## config.mk

```make
export PLATFORM = sky130hd
export DESIGN_NAME = rbfc_ctrl
export DESIGN_NICKNAME = d
export VERILOG_FILES = /design/src/rtl/rbfc_pkg.sv /design/src/rtl/rbfc_ctrl.sv
export SDC_FILE = /design/constraint.sdc
export NUM_CORES = 1
export LEC_CHECK = 0
export BUFFER_PORTS_ARGS = -buffer_cell sky130_fd_sc_hd__buf_2
export CELL_PAD_IN_SITES_DETAIL_PLACEMENT = 1
export CELL_PAD_IN_SITES_GLOBAL_PLACEMENT = 1
export CORE_ASPECT_RATIO = 1.2
export CORE_MARGIN = 10
export CORE_UTILIZATION = 28
export DETAILED_ROUTE_END_ITERATION = 16
export GPL_ROUTABILITY_DRIVEN = 0
export PLACE_DENSITY_LB_ADDON = 0.08
export SLEW_MARGIN = 10
export SYNTH_ARGS = -nofsm -noshare
export SYNTH_HDL_FRONTEND = slang
export SYNTH_SLANG_ARGS = --single-unit
```

## constraint.sdc

```tcl
create_clock -name clk -period 2.1 [get_ports clk]
set_input_delay 0.21 -clock clk [delete_from_list [all_inputs] [get_ports clk]]
set_output_delay 0.21 -clock clk [all_outputs]
set_load 0.01 [all_outputs]
```

## src/rtl/rbfc_pkg.sv

```systemverilog
// Shared types, field widths and codes for the range bounded frequency counter.
package rbfc_pkg;

  // Field widths of the input and result beats
  localparam int OP_W    = 2;
  localparam int ELEM_W  = 10;
  localparam int RANGE_W = 12;
  localparam int LIMIT_W = 13;
  localparam int COUNT_W = 13;

  typedef logic [OP_W-1:0] opcode_t;

  // Opcodes
  localparam opcode_t OP_LOAD    = 2'd0;
  localparam opcode_t OP_QUERY   = 2'd1;
  localparam opcode_t OP_RESTART = 2'd2;

  // Read address select for the count-histogram memory
  typedef logic [1:0] vac_sel_t;
  localparam vac_sel_t VA_STEP  = 2'd0;
  localparam vac_sel_t VA_ZERO  = 2'd1;
  localparam vac_sel_t VA_LIMIT = 2'd2;

  // Controller to datapath commands
  typedef struct packed {
    logic     capture;
    logic     restart;
    logic     clr_step;
    logic     div_step;
    logic     load_commit;
    logic     step_start;
    logic     elem_rd;
    logic     occ_rd;
    logic     occ_wr;
    logic     vac_rd;
    vac_sel_t vac_sel;
    logic     vac_wr;
    logic     total_cap;
    logic     out_load;
  } rbfc_cmd_t;

  // Datapath to controller status
  typedef struct packed {
    opcode_t opcode;
    logic    bad;
    logic    step_any;
    logic    div_last;
    logic    clr_last;
    logic    out_busy;
  } rbfc_sts_t;

endpackage

```

## src/rtl/rbfc_ctrl.sv

```systemverilog
// Sequencer for loads, window steps, queries and the memory clearing pass.
module rbfc_ctrl (
  input  logic                clk,
  input  logic                rst_n,
  input  logic                in_valid,
  output logic                in_ready,
  output rbfc_pkg::rbfc_cmd_t cmd,
  input  rbfc_pkg::rbfc_sts_t sts
);
  import rbfc_pkg::*;

  localparam logic [3:0] S_CLEAR    = 4'd0;
  localparam logic [3:0] S_IDLE     = 4'd1;
  localparam logic [3:0] S_DISPATCH = 4'd2;
  localparam logic [3:0] S_DIV      = 4'd3;
  localparam logic [3:0] S_LOAD     = 4'd4;
  localparam logic [3:0] S_SEL      = 4'd5;
  localparam logic [3:0] S_E_RD     = 4'd6;
  localparam logic [3:0] S_O_RD     = 4'd7;
  localparam logic [3:0] S_O_WR     = 4'd8;
  localparam logic [3:0] S_V_WR     = 4'd9;
  localparam logic [3:0] S_Q0       = 4'd10;
  localparam logic [3:0] S_Q1       = 4'd11;
  localparam logic [3:0] S_RESULT   = 4'd12;

  logic [3:0] state_r, state_nxt;

  // State register; reset starts the clearing pass
  always_ff @(posedge clk) begin
    if (!rst_n) begin
      state_r <= S_CLEAR;
    end else begin
      state_r <= state_nxt;
    end
  end

  // Next state and commands
  always_comb begin
    cmd       = '0;
    state_nxt = state_r;
    in_ready  = 1'b0;
    case (state_r)
      S_CLEAR: begin
        cmd.clr_step = 1'b1;
        if (sts.clr_last) state_nxt = S_IDLE;
      end
      S_IDLE: begin
        in_ready = 1'b1;
        if (in_valid) begin
          cmd.capture = 1'b1;
          state_nxt   = S_DISPATCH;
        end
      end
      S_DISPATCH: begin
        case (sts.opcode)
          OP_LOAD:    state_nxt = S_DIV;
          OP_QUERY:   state_nxt = sts.bad ? S_RESULT : S_SEL;
          OP_RESTART: begin
            cmd.restart = 1'b1;
            state_nxt   = S_CLEAR;
          end
          default:    state_nxt = S_IDLE;
        endcase
      end
      // value modulo VALUES: quotient first, remainder next
      S_DIV: begin
        cmd.div_step = 1'b1;
        if (sts.div_last) state_nxt = S_LOAD;
      end
      S_LOAD: begin
        cmd.load_commit = 1'b1;
        state_nxt       = S_IDLE;
      end
      // pick the next window move, or finish
      S_SEL: begin
        cmd.step_start = 1'b1;
        state_nxt      = sts.step_any ? S_E_RD : S_Q0;
      end
      S_E_RD: begin
        cmd.elem_rd = 1'b1;
        state_nxt   = S_O_RD;
      end
      S_O_RD: begin
        cmd.occ_rd = 1'b1;
        state_nxt  = S_O_WR;
      end
      S_O_WR: begin
        cmd.occ_wr  = 1'b1;
        cmd.vac_rd  = 1'b1;
        cmd.vac_sel = VA_STEP;
        state_nxt   = S_V_WR;
      end
      S_V_WR: begin
        cmd.vac_wr = 1'b1;
        state_nxt  = S_SEL;
      end
      // answer: entry 0 minus entry limit
      S_Q0: begin
        cmd.vac_rd  = 1'b1;
        cmd.vac_sel = VA_ZERO;
        state_nxt   = S_Q1;
      end
      S_Q1: begin
        cmd.total_cap = 1'b1;
        cmd.vac_rd    = 1'b1;
        cmd.vac_sel   = VA_LIMIT;
        state_nxt     = S_RESULT;
      end
      S_RESULT: begin
        if (!sts.out_busy) begin
          cmd.out_load = 1'b1;
          state_nxt    = S_IDLE;
        end
      end
      default: state_nxt = S_IDLE;
    endcase
  end

  // A window step only starts when the datapath found a move
  a_step_has_move: assert property (@(posedge clk) disable iff (!rst_n)
    state_r == S_E_RD |-> $past(sts.step_any))
    else $error("window step started with no move pending");

  // The clearing pass runs to its last entry
  a_clear_runs_out: assert property (@(posedge clk) disable iff (!rst_n)
    state_r == S_CLEAR && !sts.clr_last |=> state_r == S_CLEAR)
    else $error("clearing pass left early");

  // A result leaves as soon as the output register is free
  a_result_leaves: assert property (@(posedge clk) disable iff (!rst_n)
    state_r == S_RESULT && !sts.out_busy |=> state_r == S_IDLE)
    else $error("result not handed to output register");

endmodule

```

# Yosys cells after proc, flatten, opt, wreduce, memory -nomap -nowiden
# Cells that the tools add are included.
# totals
out_inout_bits	16
reg_bits	4
input_bits	10
# classes
mux	25
n_eq_ne	18
reduce_logical	3
# ops
operator	n
$pmux 4 s12	1
$mux 4	6
$eq 4x4->1 const B	5
$eq 4x3->1 const B	4
$mux 1	16
$pmux 4 s3	1
$pmux 3 s3	1
$eq 4x2->1 const B	2
$ne 2x2->1 const B	4
$eq 4x1->1 const B	1
$logic_not 4->1	1
$reduce_and 4->1	1
$eq 2x1->1 const B	1
$eq 2x2->1 const B	1
$logic_not 2->1	1

# Longest topological paths before layout
# Gate-level depths: netlist of run 1.
# logic_depth
ltp_word	3
depth_mapped	6
depth_no_buf	4

# Least setup slack after synthesis of run 1
# OpenSTA, ideal clock, no wires.
# synth_timing
kind	register -> register
start	register state_r[2]
end	register state_r[2]
n_path_buf	0
period_less_slack_ns	1.486
stages_incl_launch_ff	5
setup_slack_ns	0.614
arrival_time_ns	1.421
t_required_ns	2.034
cell_sequence	dfxtp_1 -> or3b_1 -> a311o_1 -> a221o_1 -> a21boi_2
# synth_via
elab_chain_len	3
elab_cells_between_ends	18
cone_classes	eq/ne (15); mux (1); reduce/logical (2)
# synth_lines
item	line_no	rtl
from (decl)	rbfc_ctrl.sv:26	logic [3:0] state_r, state_nxt;
from (signal assigned)	rbfc_ctrl.sv:33	state_r <= state_nxt;
$eq 4x2->1, or another cell as far along	rbfc_ctrl.sv:42	case (state_r)
$ne 2x2->1 (no source line)	-	
$reduce_and 4->1 (no source line)	-	
# Parallel ways exist; a longest one is shown, timed or not.
# A chain may end at the register's enable or synchronous reset.

==> impl_metrics.yaml, run 1 <==
hold_path:
  hold_depth: 3
  worstHoldStart: "rst_n"
  holdPathEnd: "state_r[1]"
  hp-class: "in2reg"
routing:
  via_per_inst: 5.70
  num_vias: 701
  dr.first_iter.drc_count: 14
  ant_nets: 0
  drt_pass1_iterations: 4
  route.detailed.drc: 0
  drt_wl_total_um: 1960
  routedWlPerCell_um: 16.0
timing:
  max-slew-margin-rel: 0.612
  layout_setup_ws_ps: 175
  worst_pin_slew_ps: 582
  setup_violations: 0
  post-route-period-util: 0.917
  rsz0062_at_grt: "false"
  slew_violations: 0
  skew_ps: 2.10
  hold_violations: 0
  max_freq_mhz: 519
  hold_ws_ps: 241
  period_needed_ps: 1930
  tns_ps: 0
run_status:
  status: "finished clean"
clocking:
  cts-root-buf: "clkbuf_4"
  cts-buffers-inserted: 3
  clock_sinks: 4
  cts_tree: "done"
  post_cts_buffers: 0
  clock_latency_ps: 240
  cts_resized: 0
  htreeDepth: 1
  cts_buffer_depth: 2
  hold_buffers: 0
  clk_pin_slew_ps: 40
place:
  hpwl_um: 1520
  dpl.cell_count: 120
  place_area_um2: 646
  place_ws_ps: 364
  io_buffers: 25
global_routing:
  grt_pass1_vias: 687
  grt_pass1_wl_um: 3150
  grt_start_max_net_pins: 22
  overflow: 0
  grt_usage: 0.0967
  grt_antenna_before_repair: 0
yosys:
  yosys-top-cells-area: "dfxtp_1 (15%), nand2b_1 (9.6%), nor2_1 (9.4%), nor3_1 (8.6%), a21oi_1 (5.8%)"
  yosys_register_bits: 4
  synth_cells: 83
  ys_types: 28
  synth-seq-area-share: 0.153
  synth_mux_area_frac: 0
  synth_top_area_cell: "dfxtp_1"
  postSynthAreaPerCell_um2: 6.29
  synth_top_area_share: 0.153
  synth_fp_nets: 93
  synth_fa_ha_area_frac: 0
  synth_compound_area_frac: 0.305
  synth_top_family_by_area: "simple AND/OR/NAND/NOR gates"
  synth-simple-area-share: 0.465
  synth-xor-area-share: 0
  synthesis.area_um2: 522
  synth_warnings: 0
final_layout:
  final_area_um2: 668
  final_cell_mix: "buf_2 (25), nor2_1 (13), nor3_1 (9)"
  largestRegisters: "state_r (4)"
  final_common_cell: "buf_2"
  n_fill_cell: 257
  final_util: 0.370
  num_antenna_cells: 0
  drive_gt1_frac: 0.298
  top_register: "state_r"
  fin_nets: 116
  syn_to_final_growth_pct: 28.1
  instances_no_fill: 123
  largest_register_ffs: 4
floorplan:
  core.rowCount: 17
  start_util: 0.289
  die_h_um: 67.3
  core-area_um2: 1810
  die_area_um2: 4000
  ioPinCount: 26
  die_w_um: 59.4
pwr:
  power.leakage_nw: 0.298
  power.density_nw_per_um2: 403
  total_power_mw: 0.269
  ir_worst_vdd_uv: 312
worst_setup_path:
  critical_path_class: "reg2out"
  r2r-end: "state_r[0]"
  ff2ff_path_depth: 4
  rr_startpoint: "state_r[0]"
  cp-start-kind: "register"
  cp-end-kind: "output port"
  arrival_ps: 1720
  required_ps: 1890
  path_max_fanout: 19
  r2r_setup_slack_ps: 310
flow_run:
  drv_cap: 0
cell usage after synthesis:
cell type and count:
o32a_1 1, a21boi_2 1, o211a_1 2, buf_2 2, nand3b_1 2, a21oi_1 6
o2bb2ai_1 1, a2bb2oi_1 1, inv_1 2, or2_2 1, a31oi_1 2, nor2_1 13
or3b_1 1, and4b_1 1, o31a_1 1, nand2_1 7, clkbuf_1 6, nor4bb_1 1
nand2b_1 8, nor3_1 9, a32oi_1 1, a311o_1 1, and2_1 1, a221o_1 1
o21ai_0 4, nand3_1 2, nor2b_1 1, dfxtp_1 4
cell type report:
| type | count | area [um^2] | area share |
|---|---|---|---|
| clock buffers | 3 | 22.5 | 0.0337 |
| multi-input cells | 69 | 402 | 0.601 |
| flip-flops and latches | 4 | 80.1 | 0.120 |
| inverters | 2 | 7.51 | 0.0112 |
| well taps | 19 | 23.8 | 0.0356 |
| repair buffers | 26 | 133 | 0.199 |
where the power goes:
| group | leakage [nW] | total, mW | switching (mW) | internal, mW |
|---|---|---|---|---|
| sequential | 0.0326 | 0.0947 | 0.0149 | 0.0797 |
| combinational | 0.252 | 0.0780 | 0.0408 | 0.0372 |
| clock | 0.0138 | 0.0965 | 0.0325 | 0.0640 |
| total | 0.298 | 0.269 | 0.0883 | 0.181 |
cell families after synthesis:
group,Yosys count
AO/OA/AOI/OAI,22
buffers and inverters,10
flip-flops,4
AND/OR/NAND/NOR,47
critical path, stage by stage (launching register included):
cell      delay (ps)
dfxtp_1          670
nand2b_1         280
nor3_1           240
and2_1           150
buf_2            130
layer usage:
metal,up-vias,track usage,share of wire
li1,342,-,-
met1,334,0.110,0.41
met2,23,0.163,0.51
met3,2,0.0281,0.065
met4,0,0.0402,0.014
met5,-,0,0
how the worst max path moves through the flow:
stage               start          to  slack [ps]  cells past startpoint
6_report       state_r[0]     cmd[14]         170                      4
5_1_grt        state_r[0]     cmd[14]          70                      4
4_1_cts        state_r[0]     cmd[14]         180                      4
3_5_place_dp   state_r[0]  state_r[0]         360                      4
3_3_place_gp   state_r[0]  state_r[0]         340                      4
2_1_floorplan  state_r[2]  state_r[2]         610                      4
No activity file was read; power rests on OpenSTA's default activity.
==> run 2: changes to the inputs <==
--- a/config.mk
+++ b/config.mk
@@ -6,11 +6,8 @@
 export NUM_CORES = 1
 export LEC_CHECK = 0
 export BUFFER_PORTS_ARGS = -buffer_cell sky130_fd_sc_hd__buf_2
-export CELL_PAD_IN_SITES_DETAIL_PLACEMENT = 1
-export CELL_PAD_IN_SITES_GLOBAL_PLACEMENT = 1
-export CORE_ASPECT_RATIO = 1.2
 export CORE_MARGIN = 10
-export CORE_UTILIZATION = 28
+export CORE_UTILIZATION = 35
 export DETAILED_ROUTE_END_ITERATION = 16
 export GPL_ROUTABILITY_DRIVEN = 0
 export PLACE_DENSITY_LB_ADDON = 0.08
==> run 2 against run 1 <==
Compared with the run above: total power shrank 2.1%; first-iteration DRC count is 7.1% lower; sequential share of layout area is 0.090 points higher; highest routed layer is now met3; global-route usage hardly changed; die area shrank 14%; count of clock-buffer cells in the layout unchanged; cell count decreased by 3.3%; combinational power shrank 2%; critical path depth did not move.
==> impl_metrics.yaml, run 2 (synthesis results as in run 1) <==
worst_setup_path:
  critical_path_class: "reg2out"
  required_ps: 1890
  cp.buffers_inverters: 1
  path_max_fanout: 19
  slowest_delay_ps: 680
  arrival_ps: 1690
  cp-start-kind: "register"
  path_delay_family: "flip-flops"
  cp-end-kind: "output port"
  slowest_stage: "dfxtp_1"
  cp_cell_sequence: "nand2b_1 -> nor3_1 -> and2_1 -> buf_2"
clocking:
  cts_resized: 0
  cts-buffers-inserted: 3
  htreeDepth: 1
  clk_pin_slew_ps: 40
  cts-root-buf: "clkbuf_4"
  clock_latency_ps: 230
  post_cts_buffers: 0
  cts_tree: "done"
  cts_buffer_depth: 2
  hold_buffers: 0
  clock_sinks: 4
floorplan:
  start_util: 0.386
  core-area_um2: 1350
  die_area_um2: 3440
  ioPinCount: 26
  die_w_um: 58.6
  die_h_um: 58.6
  core.rowCount: 13
timing:
  rsz0062_at_grt: "false"
  max-slew-margin-rel: 0.608
  hold_violations: 0
  post-route-period-util: 0.907
  layout_setup_ws_ps: 195
  worst_pin_slew_ps: 587
  tns_ps: 0
  slew_violations: 0
  hold_ws_ps: 245
  max_freq_mhz: 525
  period_needed_ps: 1900
  skew_ps: 0.295
  setup_violations: 0
pwr:
  power.density_nw_per_um2: 398
  total_power_mw: 0.264
  ir_worst_vdd_uv: 192
  power.leakage_nw: 0.298
final_layout:
  num_antenna_cells: 0
  largest_register_ffs: 4
  final_area_um2: 663
  drive_gt1_frac: 0.298
  instances_no_fill: 119
  top_register: "state_r"
  final_util: 0.491
  final_common_cell: "buf_2"
  largestRegisters: "state_r (4)"
  syn_to_final_growth_pct: 27.1
  final_cell_mix: "buf_2 (25), nor2_1 (13), nor3_1 (9)"
  n_fill_cell: 148
  fin_nets: 116
routing:
  drt_pass1_iterations: 4
  wl_met2_um: 791
  drt_wl_total_um: 1660
  route.detailed.drc: 0
  wl_met3_um: 73
  wl_met1_um: 791
  num_vias: 635
  routedWlPerCell_um: 13.9
  ant_nets: 0
  dr.first_iter.drc_count: 13
  topRoutingLayerUsed: "met3"
  via_per_inst: 5.34
global_routing:
  grt_start_max_net_pins: 22
  grt_usage: 0.0963
  grt_pass1_vias: 638
  overflow: 0
  grt_antenna_before_repair: 0
  grt_pass1_wl_um: 2770
place:
  hpwl_um: 1310
  place_ws_ps: 387
  io_buffers: 25
  dpl.cell_count: 116
  place_area_um2: 641
hold_path:
  hp-class: "in2reg"
flow_run:
  drv_cap: 0
run_status:
  status: "finished clean"
run 2: metal layers:
| layer | vias up | GRT usage |
|---|---|---|
| met5 | - | 0 |
| met4 | 0 | 0.0295 |
| met3 | 0 | 0.0258 |
| met2 | 11 | 0.156 |
| met1 | 283 | 0.120 |
| li1 | 341 | - |
run 2: path summary, 6_finish.rpt:
kind,start,end,slack [ps],depth (start not counted)
max,state_r[0],cmd[14],200,4
min,rst_n,state_r[1],250,3
max reg2reg,state_r[0],state_r[0],350,4
min reg2reg,state_r[2],state_r[3],760,2
run 2: final cells by class:
class	count	area (um^2)	area share
Timing Repair Buffer	26	133	0.200
Sequential cell	4	80.1	0.121
Clock buffer	3	22.5	0.0340
Inverter	2	7.51	0.0113
Multi-Input combinational cell	69	402	0.606
Tap cell	15	18.8	0.0283
run 2: tightest hold or removal path: cells and delay by family:
| family | cells | cell delay [ps] |
|---|---|---|
| AND/OR/NAND/NOR | 2 | 90 |
| buffers and inverters | 1 | 120 |
run 2: report_power, final:
group	internal, mW	switching (mW)	total (mW)
logic	0.0371	0.0392	0.0763
registers	0.0798	0.0150	0.0948
clock network	0.0638	0.0288	0.0926
